[src/thop_pkg.sv]
`timescale 1ns / 1ps
// shared types and constants for the tcp header and option parser
// no dependencies

package thop_pkg;

    // field identifiers carried on every output record
    typedef enum logic [3:0] {
        FID_SRCPORT   = 4'd0,
        FID_DSTPORT   = 4'd1,
        FID_SEQ       = 4'd2,
        FID_ACK       = 4'd3,
        FID_OFFSET    = 4'd4,
        FID_FLAGS     = 4'd5,
        FID_WINDOW    = 4'd6,
        FID_CHECKSUM  = 4'd7,
        FID_URGENT    = 4'd8,
        FID_MSS       = 4'd9,
        FID_WSCALE    = 4'd10,
        FID_SACKOK    = 4'd11,
        FID_SACKBLOCK = 4'd12,
        FID_TSTAMP    = 4'd13,
        FID_PAYLOAD   = 4'd14,
        FID_STATUS    = 4'd15
    } t_field_id;

    // segment status codes
    typedef enum logic [1:0] {
        STS_OK        = 2'd0,
        STS_SHORT     = 2'd1,
        STS_BADOFFSET = 2'd2,
        STS_OVERRUN   = 2'd3
    } t_status;

    // option kinds
    localparam logic [7:0] OPT_END       = 8'd0;
    localparam logic [7:0] OPT_NOP       = 8'd1;
    localparam logic [7:0] OPT_MSS       = 8'd2;
    localparam logic [7:0] OPT_WSCALE    = 8'd3;
    localparam logic [7:0] OPT_SACKOK    = 8'd4;
    localparam logic [7:0] OPT_SACK      = 8'd5;
    localparam logic [7:0] OPT_TSTAMP    = 8'd8;

    localparam logic [5:0] HDR_FIXED_BYTES   = 6'd20;
    localparam logic [5:0] POS_MAX           = 6'd63;
    localparam logic [3:0] WSCALE_LIMIT_INIT = 4'd14;
    localparam int         REC_FIFO_DEPTH    = 4;

    typedef struct packed {
        t_field_id   id;
        logic [63:0] value;
        logic        last;
    } t_record;

    // records produced by one accepted beat, already packed to the front
    typedef struct packed {
        logic [1:0] cnt;
        t_record    rec_a;
        t_record    rec_b;
    } t_push;

endpackage

[src/thop_parse.sv]
`timescale 1ns / 1ps
// per-byte header, option and payload decode; window scale limit register
// depends on thop_pkg

module thop_parse (
    input  logic            i_clk,
    input  logic            i_rst_n,
    input  logic            i_accept,
    input  logic [7:0]      i_seg_byte,
    input  logic            i_seg_end,
    input  logic            i_cfg_wr_en,
    input  logic [3:0]      i_cfg_wr_data,
    output thop_pkg::t_push o_push
);
    import thop_pkg::*;

    typedef enum logic [1:0] {
        PH_KIND,
        PH_LENGTH,
        PH_BODY
    } t_phase;

    t_phase      r_phase, n_phase;
    logic [5:0]  r_pos, n_pos;
    logic [5:0]  r_hdr_len, n_hdr_len;
    logic [63:0] r_shift, n_shift;
    logic [7:0]  r_kind, n_kind;
    logic [7:0]  r_len, n_len;
    logic [5:0]  r_off, n_off;
    logic        r_opt_stop, n_opt_stop;
    logic        r_bad_off, n_bad_off;
    logic [3:0]  r_ws_limit;

    logic        rec_v;
    t_record     rec;
    t_record     sts;
    logic [63:0] shifted;
    logic [3:0]  doff;
    logic [6:0]  seg_size;
    logic [8:0]  opt_end_pos;
    t_status     status;

    always_comb begin
        n_phase    = r_phase;
        n_pos      = r_pos;
        n_hdr_len  = r_hdr_len;
        n_shift    = r_shift;
        n_kind     = r_kind;
        n_len      = r_len;
        n_off      = r_off;
        n_opt_stop = r_opt_stop;
        n_bad_off  = r_bad_off;
        rec_v      = 1'b0;
        rec        = '{id: FID_PAYLOAD, value: 64'd0, last: 1'b0};
        shifted    = {r_shift[55:0], i_seg_byte};
        doff       = i_seg_byte[7:4];
        opt_end_pos = {3'd0, r_pos} - 9'd1 + {1'b0, i_seg_byte};

        if (r_pos < HDR_FIXED_BYTES) begin
            // fixed header: big-endian accumulate, emit on field boundaries
            n_shift = shifted;
            unique case (r_pos)
                6'd1: begin
                    rec_v = 1'b1; rec.id = FID_SRCPORT;
                    rec.value = {48'd0, shifted[15:0]}; n_shift = '0;
                end
                6'd3: begin
                    rec_v = 1'b1; rec.id = FID_DSTPORT;
                    rec.value = {48'd0, shifted[15:0]}; n_shift = '0;
                end
                6'd7: begin
                    rec_v = 1'b1; rec.id = FID_SEQ;
                    rec.value = {32'd0, shifted[31:0]}; n_shift = '0;
                end
                6'd11: begin
                    rec_v = 1'b1; rec.id = FID_ACK;
                    rec.value = {32'd0, shifted[31:0]}; n_shift = '0;
                end
                6'd12: begin
                    rec_v = 1'b1; rec.id = FID_OFFSET;
                    rec.value = {60'd0, doff}; n_shift = '0;
                    if (doff < 4'd5) begin
                        n_bad_off = 1'b1;
                        n_hdr_len = HDR_FIXED_BYTES;
                    end else begin
                        n_hdr_len = {doff, 2'b00};
                    end
                end
                6'd13: begin
                    rec_v = 1'b1; rec.id = FID_FLAGS;
                    rec.value = {56'd0, i_seg_byte}; n_shift = '0;
                end
                6'd15: begin
                    rec_v = 1'b1; rec.id = FID_WINDOW;
                    rec.value = {48'd0, shifted[15:0]}; n_shift = '0;
                end
                6'd17: begin
                    rec_v = 1'b1; rec.id = FID_CHECKSUM;
                    rec.value = {48'd0, shifted[15:0]}; n_shift = '0;
                end
                6'd19: begin
                    rec_v = 1'b1; rec.id = FID_URGENT;
                    rec.value = {48'd0, shifted[15:0]}; n_shift = '0;
                end
                default: ;
            endcase
        end else if (r_pos < r_hdr_len) begin
            if (!r_opt_stop) begin
                unique case (r_phase)
                    PH_KIND: begin
                        if (i_seg_byte == OPT_END) begin
                            n_opt_stop = 1'b1;
                        end else if (i_seg_byte == OPT_NOP) begin
                            n_opt_stop = r_opt_stop;
                        end else if (({1'b0, r_pos} + 7'd1) >= {1'b0, r_hdr_len}) begin
                            // kind in the last header byte: truncated
                            n_opt_stop = 1'b1;
                        end else begin
                            n_kind  = i_seg_byte;
                            n_phase = PH_LENGTH;
                            n_off   = 6'd1;
                        end
                    end
                    PH_LENGTH: begin
                        if (i_seg_byte < 8'd2 || opt_end_pos > {3'd0, r_hdr_len}) begin
                            n_opt_stop = 1'b1;
                        end else begin
                            n_len = i_seg_byte;
                            if (r_kind == OPT_SACKOK && i_seg_byte == 8'd2) begin
                                rec_v = 1'b1; rec.id = FID_SACKOK; rec.value = 64'd1;
                            end
                            if (i_seg_byte == 8'd2) begin
                                n_phase = PH_KIND;
                            end else begin
                                n_phase = PH_BODY;
                                n_off   = 6'd2;
                                n_shift = '0;
                            end
                        end
                    end
                    PH_BODY: begin
                        n_shift = shifted;
                        if (r_kind == OPT_MSS && r_len == 8'd4 && r_off == 6'd3) begin
                            rec_v = 1'b1; rec.id = FID_MSS;
                            rec.value = {48'd0, shifted[15:0]};
                        end else if (r_kind == OPT_WSCALE && r_len == 8'd3 &&
                                     r_off == 6'd2) begin
                            rec_v = 1'b1; rec.id = FID_WSCALE;
                            rec.value = (i_seg_byte > {4'd0, r_ws_limit}) ?
                                        {60'd0, r_ws_limit} : {56'd0, i_seg_byte};
                        end else if (r_kind == OPT_TSTAMP && r_len == 8'd10 &&
                                     r_off == 6'd9) begin
                            rec_v = 1'b1; rec.id = FID_TSTAMP; rec.value = shifted;
                        end else if (r_kind == OPT_SACK && r_len >= 8'd10 &&
                                     r_len[2:0] == 3'd2 && r_off[2:0] == 3'd1) begin
                            // last byte of an 8-byte sack block
                            rec_v = 1'b1; rec.id = FID_SACKBLOCK; rec.value = shifted;
                            n_shift = '0;
                        end
                        if (({2'd0, r_off} + 8'd1) >= r_len) begin
                            n_phase = PH_KIND;
                        end else begin
                            n_off = r_off + 6'd1;
                        end
                    end
                    default: n_phase = PH_KIND;
                endcase
            end
        end else begin
            rec_v = 1'b1; rec.id = FID_PAYLOAD; rec.value = {56'd0, i_seg_byte};
        end

        // closing status, judged on the state as this beat leaves it
        seg_size = {1'b0, r_pos} + 7'd1;
        if (seg_size < {1'b0, HDR_FIXED_BYTES}) begin
            status = STS_SHORT;
        end else if (n_bad_off) begin
            status = STS_BADOFFSET;
        end else if ({1'b0, n_hdr_len} > seg_size) begin
            status = STS_OVERRUN;
        end else begin
            status = STS_OK;
        end
        sts = '{id: FID_STATUS, value: {62'd0, status}, last: 1'b1};

        if (i_seg_end) begin
            n_phase    = PH_KIND;
            n_pos      = '0;
            n_hdr_len  = '0;
            n_shift    = '0;
            n_kind     = '0;
            n_len      = '0;
            n_off      = '0;
            n_opt_stop = 1'b0;
            n_bad_off  = 1'b0;
        end else if (r_pos < POS_MAX) begin
            n_pos = r_pos + 6'd1;
        end

        // pack present records to the front
        o_push.rec_a = rec_v ? rec : sts;
        o_push.rec_b = sts;
        if (!i_accept) begin
            o_push.cnt = 2'd0;
        end else if (rec_v && i_seg_end) begin
            o_push.cnt = 2'd2;
        end else if (rec_v || i_seg_end) begin
            o_push.cnt = 2'd1;
        end else begin
            o_push.cnt = 2'd0;
        end
    end

    always_ff @(posedge i_clk) begin
        if (!i_rst_n) begin
            r_phase    <= PH_KIND;
            r_pos      <= '0;
            r_hdr_len  <= '0;
            r_shift    <= '0;
            r_kind     <= '0;
            r_len      <= '0;
            r_off      <= '0;
            r_opt_stop <= 1'b0;
            r_bad_off  <= 1'b0;
            r_ws_limit <= WSCALE_LIMIT_INIT;
        end else begin
            if (i_cfg_wr_en) begin
                r_ws_limit <= i_cfg_wr_data;
            end
            if (i_accept) begin
                r_phase    <= n_phase;
                r_pos      <= n_pos;
                r_hdr_len  <= n_hdr_len;
                r_shift    <= n_shift;
                r_kind     <= n_kind;
                r_len      <= n_len;
                r_off      <= n_off;
                r_opt_stop <= n_opt_stop;
                r_bad_off  <= n_bad_off;
            end
        end
    end

    a_hdr_len_known: assert property (@(posedge i_clk) disable iff (!i_rst_n)
        (r_pos > 6'd12) |-> (r_hdr_len >= HDR_FIXED_BYTES))
        else $error("header length not set past the offset byte");

    a_opt_phase_in_opts: assert property (@(posedge i_clk) disable iff (!i_rst_n)
        (r_phase != PH_KIND) |-> (r_pos > HDR_FIXED_BYTES))
        else $error("option parse active outside the option area");

    a_status_second: assert property (@(posedge i_clk) disable iff (!i_rst_n)
        (o_push.cnt == 2'd2) |-> (o_push.rec_b.last && !o_push.rec_a.last))
        else $error("status record not last of a double push");

endmodule

[src/thop_fifo.sv]
`timescale 1ns / 1ps
// small record queue, up to two pushes and one pop per cycle
// depends on thop_pkg

module thop_fifo #(
    parameter int P_DEPTH = thop_pkg::REC_FIFO_DEPTH
) (
    input  logic              i_clk,
    input  logic              i_rst_n,
    input  thop_pkg::t_push   i_push,
    input  logic              i_pop,
    output logic              o_valid,
    output thop_pkg::t_record o_rec,
    output logic              o_space2
);
    import thop_pkg::*;

    localparam int PTR_W = (P_DEPTH > 1) ? $clog2(P_DEPTH) : 1;
    localparam int CNT_W = $clog2(P_DEPTH + 1);
    localparam logic [PTR_W-1:0] PTR_LAST = PTR_W'(P_DEPTH - 1);

    t_record          r_mem [P_DEPTH];
    logic [PTR_W-1:0] r_wptr, r_rptr;
    logic [CNT_W-1:0] r_count;
    logic [PTR_W-1:0] wptr_inc, wptr_inc2, rptr_inc;
    logic             pop;

    assign wptr_inc  = (r_wptr == PTR_LAST) ? '0 : r_wptr + 1'b1;
    assign wptr_inc2 = (wptr_inc == PTR_LAST) ? '0 : wptr_inc + 1'b1;
    assign rptr_inc  = (r_rptr == PTR_LAST) ? '0 : r_rptr + 1'b1;
    assign pop       = i_pop && (r_count != '0);

    assign o_valid  = (r_count != '0);
    assign o_rec    = r_mem[r_rptr];
    assign o_space2 = (r_count <= CNT_W'(P_DEPTH - 2));

    always_ff @(posedge i_clk) begin
        if (i_push.cnt != 2'd0) begin
            r_mem[r_wptr] <= i_push.rec_a;
        end
        if (i_push.cnt == 2'd2) begin
            r_mem[wptr_inc] <= i_push.rec_b;
        end
    end

    always_ff @(posedge i_clk) begin
        if (!i_rst_n) begin
            r_wptr  <= '0;
            r_rptr  <= '0;
            r_count <= '0;
        end else begin
            if (i_push.cnt == 2'd1) begin
                r_wptr <= wptr_inc;
            end else if (i_push.cnt == 2'd2) begin
                r_wptr <= wptr_inc2;
            end
            if (pop) begin
                r_rptr <= rptr_inc;
            end
            r_count <= r_count + CNT_W'(i_push.cnt) - CNT_W'(pop);
        end
    end

    a_no_overflow: assert property (@(posedge i_clk) disable iff (!i_rst_n)
        (i_push.cnt != 2'd0) |-> (r_count <= CNT_W'(P_DEPTH - 2)))
        else $error("record queue pushed without room");

    a_pop_drains: assert property (@(posedge i_clk) disable iff (!i_rst_n)
        (pop && i_push.cnt == 2'd0) |=> (r_count == $past(r_count) - 1'b1))
        else $error("record queue count lost a pop");

endmodule

[src/tcp_header_option_parser.sv]
`timescale 1ns / 1ps
// tcp header and option parser: one segment byte per beat in, records out
// depends on thop_pkg, thop_parse, thop_fifo
// output: a byte's records are registered in the record queue as it is taken, behind any older records
// throughput: one byte per cycle; a final byte that also closes a field yields two
//   records, and input ready drops while the record queue has fewer than two free slots
// reset: synchronous active low; clears parser state and the record queue, window
//   scale limit returns to 14

module tcp_header_option_parser #(
    parameter int P_FIFO_DEPTH = thop_pkg::REC_FIFO_DEPTH
) (
    input  logic        i_clk,
    input  logic        i_rst_n,
    // segment byte beats
    input  logic        i_in_valid,
    output logic        o_in_ready,
    input  logic [7:0]  i_seg_byte,
    input  logic        i_seg_end,
    // record beats
    output logic        o_out_valid,
    input  logic        i_out_ready,
    output logic [3:0]  o_field_id,
    output logic [63:0] o_field_value,
    output logic        o_record_last,
    // window scale limit register
    input  logic        i_cfg_wr_en,
    input  logic [3:0]  i_cfg_wr_data
);
    import thop_pkg::*;

    t_push   w_push;
    t_record w_rec;
    logic    w_space2;
    logic    w_accept;

    // a beat is taken only when the queue can hold both of its records
    assign o_in_ready = w_space2;
    assign w_accept   = i_in_valid && w_space2;

    // all decode for a byte happens in the accept cycle; the queue is the result register
    thop_parse u_parse (
        .i_clk         (i_clk),
        .i_rst_n       (i_rst_n),
        .i_accept      (w_accept),
        .i_seg_byte    (i_seg_byte),
        .i_seg_end     (i_seg_end),
        .i_cfg_wr_en   (i_cfg_wr_en),
        .i_cfg_wr_data (i_cfg_wr_data),
        .o_push        (w_push)
    );

    // record queue parts the input and output handshakes
    thop_fifo #(
        .P_DEPTH (P_FIFO_DEPTH)
    ) u_fifo (
        .i_clk    (i_clk),
        .i_rst_n  (i_rst_n),
        .i_push   (w_push),
        .i_pop    (i_out_ready),
        .o_valid  (o_out_valid),
        .o_rec    (w_rec),
        .o_space2 (w_space2)
    );

    // record fields out
    assign o_field_id    = w_rec.id;
    assign o_field_value = w_rec.value;
    assign o_record_last = w_rec.last;

endmodule
[config.mk]
export PLATFORM = sky130hd
export DESIGN_NAME = tcp_header_option_parser
export DESIGN_NICKNAME = d
export VERILOG_FILES = /design/src/thop_pkg.sv /design/src/thop_parse.sv /design/src/thop_fifo.sv /design/src/tcp_header_option_parser.sv
export SDC_FILE = /design/constraint.sdc
export NUM_CORES = 1
export LEC_CHECK = 0
export BUFFER_PORTS_ARGS = -buffer_cell sky130_fd_sc_hd__buf_4
export CORE_MARGIN = 2
export CORE_UTILIZATION = 32
export CTS_CLUSTER_DIAMETER = 150
export DETAILED_ROUTE_END_ITERATION = 8
export GPL_TIMING_DRIVEN = 0
export HOLD_SLACK_MARGIN = 0.12
export RECOVER_POWER = 100
export SYNTH_ARGS = -nofsm -noshare
export SYNTH_HDL_FRONTEND = slang
export SYNTH_SLANG_ARGS = --single-unit
[constraint.sdc]
create_clock -name i_clk -period 6.81 [get_ports i_clk]
set_input_delay 0.3405 -clock i_clk [delete_from_list [all_inputs] [get_ports i_clk]]
set_output_delay 0.3405 -clock i_clk [all_outputs]
set_load 0.02 [all_outputs]
; Word level (Yosys, flattened, before mapping)
; Memories as Yosys holds them, arrays and structs flattened. A register that Yosys moved wholly into a read port is not among the register bits.
; Cells that the tools add are included.
[word_totals]
ff_bits = 105
latch_bits = 0
ramBits = 276
mem_bits_ro = 0
in_bits = 18
output_inout_bits = 71
elab_cells = 228
n_memories = 1
[classes]
addsub = 11
multipliers = 0
n_div = 0
magnitude_cmp = 13
eq_ne = 47
n_shift = 0
muxes = 108
n_bitwise = 0
reduce_logical = 35
[memory_table]
columns = name, words, word_bits, rd, rd_ports_with_merged_regs, wr, line
row1 = u_fifo.r_mem, 4, 69, 1, 1, 2, thop_fifo.sv:22  ; t_record r_mem [P_DEPTH];
[ops]
columns = cell, n
row1 = two-way mux 56 bit, 11
row2 = one-hot mux 68 bit (9 select lines), 1
row3 = two-way mux 68 bit, 6
row4 = one-hot mux 68 bit (2 select lines), 1
row5 = two-way mux 66 bit, 2
row6 = two-way mux 8 bit, 15
row7 = one-hot mux 56 bit (2 select lines), 1
row8 = two-way mux 6 bit, 16
row9 = two-way mux 69 bit, 1
row10 = two-way mux 67 bit, 1
row11 = two-way mux 2 bit, 22
row12 = "equality test 8 x 2 -> 1 bit, second input constant", 4
row13 = "equality test 6 x 4 -> 1 bit, second input constant", 5
row14 = two-way mux 1 bit, 27
row15 = "equality test 8 x 3 -> 1 bit, second input constant", 3
row16 = "inequality test 3 bit, second input constant", 7
row17 = "equality test 6 x 2 -> 1 bit, second input constant", 3
row18 = one-hot mux 6 bit (3 select lines), 1
row19 = "equality test 8 x 4 -> 1 bit, second input constant", 2
row20 = "adder 6 x 1 -> 7 bit, second input constant", 2
row21 = logical AND 1 bit, 13
row22 = "adder 6 x 1 -> 6 bit, second input constant", 2
row23 = "equality test 6 x 5 -> 1 bit, second input constant", 2
row24 = "inequality test 2 bit, second input constant", 6
row25 = other kinds (42), 60

; Longest topological paths before layout
; Gate-level depths: netlist (run 1).
[depth]
depth_word = 19
ltp_mapped = 28
mapped_depth_nobuf = 25

; Cells and area by module
; From an unflattened synthesis (run 1), not the netlist that was laid out.
[unflattened]
cells_unflattened = 1663
area_unflattened_um2 = 21553.2
[modules_own_cells]
columns = mod, n_inst, cells_per_inst, area_per_inst_um2, seq_area_each_um2
row1 = thop_fifo, 1, 737, 13823.3, 8468.1
row2 = thop_parse, 1, 925, 7723.7, 1961.9
row3 = tcp_header_option_parser, 1, 1, 6.3, 0.0

; Least setup slack after synthesis (run 1)
; OpenSTA, ideal clock, no wires.
[synth_path]
path_kind = reg-to-reg
from = reg u_parse.r_pos[0]
to = mem u_fifo.r_mem[2][23] (netlist name)
setup_ns = 0.060
arrival_ns = 5.054
t_required_ns = 6.750
setup_slack_ns = 1.696
stages_incl_launch_ff = 26
n_path_buf = 3
synth_period_minus_slack_ns = 5.114
cell_sequence = dfxtp_1 clkbuf_1 inv_1 ha_1 nand2_1 xnor2_1 ha_1 and3_1 a221oi_1 xnor2_1 ha_1 o22ai_1 o21bai_1 nand2_1 o311ai_0 o21ai_1 inv_1 ha_1 nand2_1 ha_1 clkbuf_1 nand2_1 nand3_1 nor2_1 clkbuf_1 a22o_1
[synth_lines]
columns = element, line
row1 = start: declaration, thop_parse.sv:24  ; logic [5:0] r_pos, n_pos;
row2 = start signal: assignment, thop_parse.sv:232  ; r_pos <= n_pos;
row3 = end: declaration, thop_fifo.sv:22

==> run_results.csv, run 1 <==
group,metric,value,unit
run_status,status,"complete, no violations",
critical_path,worstPathRequired,7.24,ns
layout,postLayoutCellArea,0.01965,mm^2
floorplanning,coreArea,0.05255,mm^2
placed_design,gp_congestion,0.9030,
floorplanning,initial_core_util,32.30,%
critical_path,critPathLaunchType,"register",
clock_network,cts_buffers,41,
logic_synthesis,synth_common_cells,"dfxtp_1, a22o_1, clkbuf_1",
pwr,p_sw,1.651,mW
sta,drv_slew,0,
floorplanning,die_w,234.3,um
pwr,vdd_drop_max,0.1510,mV
sta,rsz0062_at_grt,"false",
critical_path,crit_arrival,6.64,ns
route,ant_nets,0,
critical_path,slowest_stage,"dfxtp_1",
hold_path,hp-start,"i_seg_byte[2]",
route,vias,13443,
pwr,seqPwrFrac,42.1,%
grt,antenna_found_initial,0,
placed_design,post_dp_cell_area,0.01849,mm^2
critical_path,rr_worst_depth,24,
sta,relSlewSlack,31.04,%
clock_network,worstSkewPairLatency,0.55,ns
logic_synthesis,ys_top_cells_by_area,"dfxtp_1, a22o_1, mux4_2",
clock_network,clkTransAtPathRegs,0.06,ns
critical_path,crit_top_cell,"ha_1",
floorplanning,dieHeight,234.3,um
clock_network,tritoncts,"yes",
clock_network,postCtsSetupBuffers,0,
layout,diodes,0,
critical_path,reg2reg_from,"u_parse.r_pos[0]",
hold_path,hold_path_class,"in -> reg",
flow_run,maxCapViolations,0,
pwr,p_int,4.070,mW
critical_path,worstSetupPathType,"reg -> reg",
sta,max_freq,160.8,MHz
sta,worst_pin_slew,1.034,ns
route,viasPerCell,5.544,
pwr,power.clock.fraction,40.0,%
sta,setup_violations,0,
critical_path,crit_chain,"clkbuf_2 -> inv_1 -> ha_1 -> nand2_1 -> xnor2_1 -> ha_1 -> and3_1 -> a221oi_2 -> xnor2_1 -> ha_1 -> o22ai_1 -> o21bai_1 -> nand2_1 -> o311ai_0 -> o21ai_1 -> inv_1 -> ha_1 -> nand2_1 -> ha_1 -> clkbuf_1 -> nand2_1 -> and2_2 -> clkbuf_1 -> a22o_1",
logic_synthesis,ys.flop_type,"dfxtp_1",
pwr,p_sw_share,28.86,%
clock_network,root_buffer,"clkbuf_16",
pwr,power.total,5.721,mW
critical_path,regToRegSetupSlack,0.59,ns
logic_synthesis,yosys.area.top_type_share,44.22,%
logic_synthesis,synth-seq-area-share,45.64,%
hold_path,holdPathStages,3,
pwr,p_leak,7.095,nW
sta,fin_skew,0.01993,ns
hold_path,hold_end,"u_parse.r_shift[2]",
clock_network,cts_htree_levels,2,
logic_synthesis,syn_area,0.01698,mm^2
route,drc,0,
grt,grt_max_degree,15,
floorplanning,dieArea,0.05491,mm^2
route,firstDrtPassIters,5,
route,drtIter0Drc,1083,
grt,grt_remaining_overflow,0,
layout,final_nets,1795,
floorplanning,fp-row-count,84,
logic_synthesis,synth_fp_nets,1664,
placed_design,port-buffer-count,87,
logic_synthesis,yosys_warnings,0,
logic_synthesis,synth_most_common_cell,"dfxtp_1",
critical_path,cp_max_fo,10,
grt,grt_pass1_wl,79560,um
pwr,p_per_area,291.1,mW/mm^2
critical_path,critPathTopFamily,"compound AO/OA/AOI/OAI gates",
grt,grt_usage,18.66,%
route,wl,51530,um
logic_synthesis,avgSynthCellArea,10.77,um^2
critical_path,path_buf_inv,5,
critical_path,worstSetupEndpointType,"register",
layout,drive_above_1_share,11.74,%
critical_path,cp_slowest_stage_delay,0.41,ns
clock_network,clock-sinks,383,
logic_synthesis,synth_top_area_cell,"dfxtp_1",
clock_network,clock_path_buffers,3,
grt,grt_pass1_vias,13340,
logic_synthesis,netlist-cell-type-count,71,
sta,fin_crit,6.218,ns
layout,areaGrowthSynthToFinish,15.75,%
floorplanning,io_pins,89,
logic_synthesis,synth_cells,1576,
pwr,combPwrFrac,17.9,%
logic_synthesis,synthArstFlopShare,0,%
sta,post-route-period-util,91.31,%
placed_design,hpwlAfterDp,36220,um
route,wl_per_cell,21.25,um
critical_path,r2r_end,"u_fifo.r_mem[3][19]",
sta,hold_viol,0,
logic_synthesis,synth_edf_count,8,
logic_synthesis,ys_ff_latch,383,
power by group through the flow:
stage | Combinational [mW] | Sequential [mW] | Clock, mW
2_1_floorplan | 0.724 | 2.44 | 0
3_3_place_gp | 1.06 | 2.45 | 0
3_5_place_dp | 1.07 | 2.46 | 0
4_1_cts | 1.08 | 2.41 | 2.33
5_1_grt | 1.12 | 2.42 | 2.43
6_report | 1.02 | 2.41 | 2.29
worst max-delay path by stage:
stage                      from                   to  slack (ns)  cells past startpoint
2_1_floorplan  u_parse.r_pos[0]  u_fifo.r_mem[2][23]        1.70                     25
3_3_place_gp   u_parse.r_pos[0]  u_fifo.r_mem[1][23]       -0.13                     25
3_5_place_dp   u_parse.r_pos[0]  u_fifo.r_mem[3][31]       -0.19                     25
4_1_cts        u_parse.r_pos[0]  u_fifo.r_mem[1][53]      -0.001                     25
5_1_grt        u_parse.r_pos[0]  u_fifo.r_mem[3][19]        0.07                     24
6_report       u_parse.r_pos[0]  u_fifo.r_mem[3][19]        0.59                     24
logic make-up after synthesis:
kind of cell	Yosys count	share of synthesized area, %
AO/OA/AOI/OAI	497	22.89
flip-flops	383	45.64
adder cells (fa/ha/maj)	70	5.248
XOR/XNOR	20	1.032
buffers and inverters	161	3.972
AND/OR/NAND/NOR	369	11.65
multiplexers	76	9.574
worst reg2reg max path: stages, from the launching register on:
cell      delay (ns)
dfxtp_1         0.41
clkbuf_2        0.23
inv_1           0.13
ha_1            0.25
nand2_1         0.08
xnor2_1         0.15
ha_1            0.34
and3_1          0.24
a221oi_2        0.41
xnor2_1         0.17
ha_1            0.26
o22ai_1         0.16
o21bai_1        0.21
nand2_1         0.09
o311ai_0        0.29
o21ai_1         0.22
inv_1           0.27
ha_1            0.29
nand2_1         0.10
ha_1            0.19
clkbuf_1        0.34
nand2_1         0.20
and2_2          0.39
clkbuf_1        0.36
a22o_1          0.32
sequential cells by signal, indices dropped and copies added, names as in the netlist, named ones only:
name,cells
u_parse.r_pos,6
u_parse.r_hdr_len,6
u_fifo.r_mem,276
u_parse.r_len,8
u_fifo.r_count,3
u_parse.r_kind,8
u_parse.r_bad_off,1
u_parse.r_ws_limit,4
u_fifo.r_wptr,2
u_parse.r_phase,2
u_parse.r_opt_stop,1
u_fifo.r_rptr,2
u_parse.r_shift,56
u_parse.r_off,6
final cells by class:
type	count	area [um^2]
fillers	5279	32900
flip-flops and latches	383	7747
inverters	53	198.9
multi-input cells	1032	8598
repair buffers	92	444.2
plain buffers	104	425.4
well taps	688	860.8
clock buffers	55	1150
clock inverters	18	225.2
metal layers:
| layer | GRT usage, % | share of wire [%] | vias up | wire length (um) |
|---|---|---|---|---|
| met1 | 25.03 | 45 | 6732 | 23060 |
| met4 | 5.837 | 2.8 | 0 | 1422 |
| li1 | - | - | 6212 | - |
| met2 | 30.13 | 46 | 414 | 23850 |
| met5 | 0 | 0 | - | 0 |
| met3 | 3.818 | 6.2 | 85 | 3195 |
cell usage in the layout, fill, tap and decap left out, types with 7 or more instances in the layout:
| cell type | synthesis | final |
|---|---|---|
| edfxtp_1 | 8 | 8 |
| clkbuf_1 | 88 | 160 |
| buf_4 | 2 | 17 |
| o211ai_1 | 9 | 9 |
| a22oi_1 | 14 | 14 |
| o21ai_0 | 50 | 51 |
| dfxtp_1 | 375 | 375 |
| clkbuf_16 | 0 | 42 |
| and3_1 | 14 | 14 |
| nor2b_1 | 22 | 22 |
| nand2_1 | 71 | 71 |
| a22o_1 | 241 | 241 |
| xnor2_1 | 11 | 11 |
| nor2_1 | 56 | 47 |
| clkinv_2 | 0 | 9 |
| o22a_1 | 8 | 8 |
| ha_1 | 68 | 68 |
| o22ai_1 | 7 | 7 |
| a32o_1 | 12 | 12 |
| xor2_1 | 9 | 9 |
| a21o_1 | 10 | 10 |
| nand3_2 | 9 | 10 |
| nand4_1 | 9 | 9 |
| a21boi_1 | 49 | 9 |
| nand3_1 | 72 | 70 |
| nand2b_1 | 60 | 60 |
| and2_0 | 1 | 8 |
| clkbuf_2 | 0 | 13 |
| nor3_1 | 7 | 7 |
| mux4_2 | 69 | 69 |
| a21oi_1 | 42 | 42 |
| inv_1 | 52 | 52 |
| a21boi_0 | 5 | 50 |
repair_timing:
item | CTS | global route
pin swaps | 0 | 0
hold buffers | 5 | 0
resized for setup | 17 | 26
gates cloned | 0 | 0
endpoints found under the hold margin | 5 | 0
setup endpoints to repair | 147 | 277
through the flow:
step / std cells / hold WS (ns) / worst slack, ns / setup TNS, ns / utilization, %
after detailed placement: 2351 / 0.4437 / -0.1939 / -10.20 / 35.19
after floorplan: 1576 / 0.4198 / 1.696 / 0 / -
after global placement: 2351 / 0.4317 / -0.1313 / -4.744 / 35.19
final: 2425 / 0.1640 / 0.5916 / 0 / 37.39
after CTS: 2429 / 0.1268 / -0.001323 / -0.002016 / 37.99
after global routing: 2425 / 0.1732 / 0.07072 / 0 / 37.39
Power figures use the tool's default switching activity.
==> inputs of run 2 (changes only) <==
--- a/config.mk
+++ b/config.mk
@@ -12,6 +12,7 @@
 export DETAILED_ROUTE_END_ITERATION = 8
 export GPL_TIMING_DRIVEN = 0
 export HOLD_SLACK_MARGIN = 0.12
+export PLACE_DENSITY = 0.44
 export RECOVER_POWER = 100
 export SYNTH_ARGS = -nofsm -noshare
 export SYNTH_HDL_FRONTEND = slang
==> run 2 against run 1 <==
  * Design area increased by 0.88%
  * Critical path depth increased by 1
  * Register-to-register slack about the same
  * Setup slack got worse by 0.015 ns
  * Largest power group is now clock
  * Routed wire length increased by 5.5%
  * Count of clock-buffer cells in the layout increased by 14
==> run_results.csv, run 2 (same netlist as run 1, synthesis figures left out) <==
group,metric,value,unit
sta,relSlewSlack,28.34,%
critical_path,worstPathRequired,7.31,ns
sta,worst_pin_slew,1.075,ns
flow_run,maxCapViolations,0,
floorplanning,io_pins,89,
pwr,seqPwrFrac,41.1,%
pwr,p_sw,1.689,mW
pwr,p_sw_share,28.77,%
critical_path,critPathLaunchType,"register",
pwr,combPwrFrac,17.5,%
grt,grt_pass1_vias,13250,
layout,final_common_cell,"dfxtp_1",
layout,diodes,0,
placed_design,post_dp_cell_area,0.01849,mm^2
route,m1WireLength,25040,um
sta,post-route-period-util,91.53,%
floorplanning,dieHeight,234.3,um
grt,grt_remaining_overflow,0,
pwr,power.total,5.870,mW
pwr,vdd_drop_max,0.1521,mV
pwr,p_int,4.181,mW
layout,postLayoutCellArea,0.01982,mm^2
clock_network,clock-sinks,383,
layout,regMostFlops,"u_fifo.r_mem",
critical_path,crit_arrival,6.73,ns
route,vias,13294,
hold_path,hp-start,"i_cfg_wr_en",
clock_network,clkTransAtPathRegs,0.06,ns
grt,grt_max_degree,13,
clock_network,clock_path_buffers,3,
sta,drv_slew,0,
sta,setup_violations,0,
sta,fin_crit,6.233,ns
layout,drive_above_1_share,12.96,%
clock_network,postCtsSetupBuffers,0,
floorplanning,initial_core_util,32.30,%
pwr,power.clock.fraction,41.4,%
route,firstDrtPassIters,5,
route,top_layer_used,"met4",
placed_design,port-buffer-count,87,
route,wl_per_cell,22.29,um
sta,max_freq,160.4,MHz
floorplanning,dieArea,0.05491,mm^2
layout,largest_reg_flops,276,
grt,grt_usage,19.82,%
critical_path,worstSetupPathType,"reg -> reg",
critical_path,cp-startpoint,"u_parse.r_pos[0]",
floorplanning,coreArea,0.05255,mm^2
sta,fin_skew,0.02539,ns
floorplanning,fp-row-count,84,
pwr,p_leak,7.195,nW
sta,hold_viol,0,
hold_path,hold_path_class,"in -> reg",
grt,grt_pass1_wl,82220,um
clock_network,root_buffer,"clkbuf_16",
critical_path,worstSetupEndpointType,"register",
critical_path,reg2reg_from,"u_parse.r_pos[0]",
clock_network,cts_buffers,45,
layout,final_cell_mix,"dfxtp_1, a22o_1, clkbuf_1, nand2_1, nand3_1",
layout,nFillCells,5274,
run_status,status,"complete, no violations",
layout,reg_top3,"u_fifo.r_mem (276), u_parse.r_shift (56)",
route,met3RoutedLength,2826,um
route,drtIter0Drc,833,
clock_network,tritoncts,"yes",
critical_path,cp_max_fo,10,
grt,antenna_found_initial,0,
clock_network,worstSkewPairLatency,0.58,ns
route,ant_nets,0,
placed_design,gp_congestion,0.8393,
sta,rsz0062_at_grt,"false",
floorplanning,die_w,234.3,um
route,dr_wl_met2,25140,um
clock_network,cts_htree_levels,2,
route,wl,54370,um
layout,areaGrowthSynthToFinish,16.77,%
pwr,p_per_area,296.1,mW/mm^2
layout,final_nets,1803,
sta,whs,0.2266,ns
route,viasPerCell,5.451,
route,drc,0,
placed_design,hpwlAfterDp,38000,um
run 2: final timing paths:
check	slack, ns	cells past startpoint	endpoint
max reg2reg	0.58	25	u_fifo.r_mem[1][24]
max	0.58	25	u_fifo.r_mem[1][24]
min reg2reg	0.46	2	u_fifo.r_mem[1][3]
min	0.23	2	u_parse.r_ws_limit[1]
run 2: power groups by stage:
stage / logic, mW / registers [mW] / clock network, mW
after floorplan: 0.724 / 2.44 / 0
after global routing: 1.13 / 2.42 / 2.58
after detailed placement: 1.08 / 2.46 / 0
final: 1.03 / 2.41 / 2.43
after CTS: 1.09 / 2.41 / 2.50
after global placement: 1.07 / 2.46 / 0
run 2: per-stage QoR:
stage	util, %	std cells	TNS (ns)	setup slack (ns)
floorplan	-	1576	0	1.696
global placement	35.19	2351	-28.68	-0.3187
detailed placement	35.19	2351	-22.97	-0.2927
CTS	38.27	2442	-2.911	-0.1071
global route	37.72	2439	0	0.03230
finish	37.72	2439	0	0.5771
run 2: critical path, stage by stage (launching register included):
cell and delay [ns]:
dfxtp_1 0.42, clkbuf_1 0.30, inv_1 0.20, ha_1 0.28
nand2_1 0.09, xnor2_1 0.19, ha_1 0.37, and3_1 0.23
a221oi_2 0.38, xnor2_1 0.17, ha_1 0.26, o22ai_1 0.16
o21bai_1 0.23, nand2_1 0.09, o311ai_0 0.29, o21ai_1 0.23
inv_2 0.21, ha_1 0.16, nand2_1 0.10, ha_1 0.23
clkbuf_2 0.18, nand2_1 0.14, nand3_2 0.29, nor2_4 0.39
clkbuf_2 0.36, a22o_1 0.18
run 2: final cells by class:
class | count | area (um^2) | area share [%]
timing repair buffer | 96 | 484.2 | 2.443
clock buffer | 69 | 1326 | 6.691
sequential | 383 | 7747 | 39.08
buffer | 104 | 439.2 | 2.215
tap | 688 | 860.8 | 4.343
inverter | 53 | 198.9 | 1.004
clock inverter | 14 | 158.9 | 0.8016
multi-input combinational | 1032 | 8607 | 43.42
run 2: routing by layer:
metal / track usage (%) / vias to the layer above
met1: 27.23 / 6609
met5: 0 / -
li1: - / 6241
met2: 31.93 / 366
met4: 5.562 / 0
met3: 3.514 / 78
run 2: repair_timing:
action / 4_1_cts / 5_1_grt
resized for setup: 17 / 58
endpoints found under the setup margin: 165 / 277
endpoints found under the hold margin: 12 / 0
hold buffers: 9 / 0
==> inputs of run 3 (changes only) <==
==> constraint.sdc (replaced) <==
create_clock -name i_clk -period 7.95 [get_ports i_clk]
set_input_delay 0.3975 -clock i_clk [delete_from_list [all_inputs] [get_ports i_clk]]
set_output_delay 0.3975 -clock i_clk [all_outputs]
set_load 0.02 [all_outputs]
==> run 3 against run 2 <==
  * Maximum frequency is 13% lower
  * Largest cell class unchanged
  * Routed wire length hardly changed
  * Sequential power shrank 15%
  * First-iteration DRC count decreased by 4.1%
  * Design area down 0.78%
  * Critical path depth stayed put
==> run_results.csv, run 3 (same netlist as run 1, synthesis figures left out) <==
group,metric,value,unit
run_status,status,"complete, no violations",
route,vias,13307,
route,drtIter0Drc,799,
sta,drv_slew,0,
pwr,p_per_area,255.2,mW/mm^2
layout,final_common_cell,"dfxtp_1",
clock_network,clock-sinks,383,
floorplanning,initial_core_util,32.30,%
sta,finalSetupTns,0,ns
critical_path,r2r_end,"u_fifo.r_mem[1][24]",
critical_path,reg2reg_from,"u_parse.r_pos[0]",
placed_design,dp_cells,2351,
grt,grt_usage,19.81,%
hold_path,hp-start,"i_out_ready",
route,firstDrtPassIters,5,
critical_path,rr_worst_depth,25,
route,wl_per_cell,22.32,um
sta,fin_crit,7.148,ns
clock_network,cts_htree_levels,2,
route,ant_nets,0,
floorplanning,coreArea,0.05255,mm^2
sta,worst_pin_slew,1.079,ns
layout,largest_reg_flops,276,
critical_path,worstSetupPathType,"reg -> reg",
pwr,p_leak,7.091,nW
critical_path,worstPathRequired,8.45,ns
clock_network,clkTransAtPathRegs,0.06,ns
route,viasPerCell,5.458,
flow_run,maxCapViolations,0,
grt,grt_max_degree,13,
sta,setup_violations,0,
sta,rsz0062_at_grt,"false",
layout,diodes,0,
pwr,vdd_drop_max,0.1300,mV
placed_design,port-buffer-count,87,
clock_network,hold_buffers,4,
clock_network,root_buffer,"clkbuf_16",
layout,drive_above_1_share,10.29,%
layout,regMostFlops,"u_fifo.r_mem",
grt,grt_pass1_wl,82180,um
pwr,power.total,5.018,mW
critical_path,worstSetupEndpointType,"register",
floorplanning,dieHeight,234.3,um
placed_design,hpwlAfterDp,38000,um
sta,post-route-period-util,89.91,%
floorplanning,io_pins,89,
sta,whs,0.1591,ns
grt,antenna_found_initial,0,
floorplanning,dieArea,0.05491,mm^2
clock_network,clock_path_buffers,3,
grt,grt_remaining_overflow,0,
critical_path,regToRegSetupSlack,0.80,ns
clock_network,cts-resized-gates,0,
hold_path,holdPathStages,3,
critical_path,cp_max_fo,10,
floorplanning,die_w,234.3,um
route,drc,0,
layout,final_nets,1802,
clock_network,cts_buffers,45,
route,wl,54410,um
critical_path,critPathLaunchType,"register",
clock_network,tritoncts,"yes",
layout,areaGrowthSynthToFinish,15.85,%
clock_network,worstSkewPairLatency,0.58,ns
sta,max_freq,139.9,MHz
layout,reg_top3,"u_fifo.r_mem (276), u_parse.r_shift (56)",
critical_path,crit_arrival,7.65,ns
sta,relSlewSlack,28.06,%
placed_design,gp_congestion,0.8393,
grt,grt_pass1_vias,13223,
sta,hold_viol,0,
floorplanning,fp-row-count,84,
layout,finish.utilization,37.43,%
layout,final_cell_mix,"dfxtp_1, a22o_1, clkbuf_1, nand3_1, nand2_1",
hold_path,hold_path_class,"in -> reg",
sta,fin_skew,0.02443,ns
clock_network,postCtsSetupBuffers,0,
layout,stdcell_count,2438,
-- run 3: per-stage QoR --
stage	setup slack, ns	cell area (um^2)
after global routing	0.06782	19670
after detailed placement	0.8473	18490
after floorplan	2.836	16980
after CTS	0.7851	20020
after global placement	0.8213	18490
final	0.8025	19670
-- run 3: final cells by class --
| type | count | area, um^2 |
|---|---|---|
| fill | 5308 | 32880 |
| multi-input combinational | 1032 | 8521 |
| sequential | 383 | 7747 |
| clock buffer | 69 | 1326 |
| tap | 688 | 860.8 |
| timing repair buffer | 91 | 434.2 |
| buffer | 108 | 420.4 |
| inverter | 53 | 198.9 |
| clock inverter | 14 | 158.9 |
-- run 3: how the worst max path moves through the flow --
stage,start,end
final,u_parse.r_pos[0],u_fifo.r_mem[1][24]
after global placement,u_parse.r_pos[0],u_fifo.r_mem[1][30]
after detailed placement,u_parse.r_pos[0],u_fifo.r_mem[1][27]
after floorplan,u_parse.r_pos[0],u_fifo.r_mem[2][23]
after global routing,u_parse.r_pos[0],u_fifo.r_mem[1][24]
after CTS,u_parse.r_pos[0],u_fifo.r_mem[1][27]
-- run 3: power by group --
part | internal, mW | total (mW) | switching [mW]
Combinational | 0.318 | 0.871 | 0.554
Clock | 1.25 | 2.08 | 0.836
Sequential | 2.01 | 2.06 | 0.0512
Total | 3.58 | 5.02 | 1.44
-- run 3: routing by layer --
metal	GRT usage, %	wire [um]	up-vias
met3	3.405	2736	80
met4	5.562	1401	0
met5	0	0	-
met2	32.03	25130	357
li1	-	-	6237
met1	27.19	25150	6633
-- run 3: worst max-delay path: stages, from the launching register on --
cell	delay, ns
dfxtp_1	0.43
clkbuf_1	0.30
inv_1	0.20
ha_1	0.28
nand2_1	0.08
xnor2_1	0.18
ha_1	0.35
and3_1	0.20
a221oi_1	0.48
xnor2_1	0.19
ha_1	0.26
o22ai_1	0.16
o21bai_1	0.22
nand2_1	0.09
o311ai_0	0.30
o21ai_1	0.23
inv_1	0.29
ha_1	0.19
nand2_1	0.10
ha_1	0.23
clkbuf_1	0.20
nand2_1	0.15
nand3_1	0.38
nor2_1	0.77
clkbuf_1	0.57
a22o_1	0.22
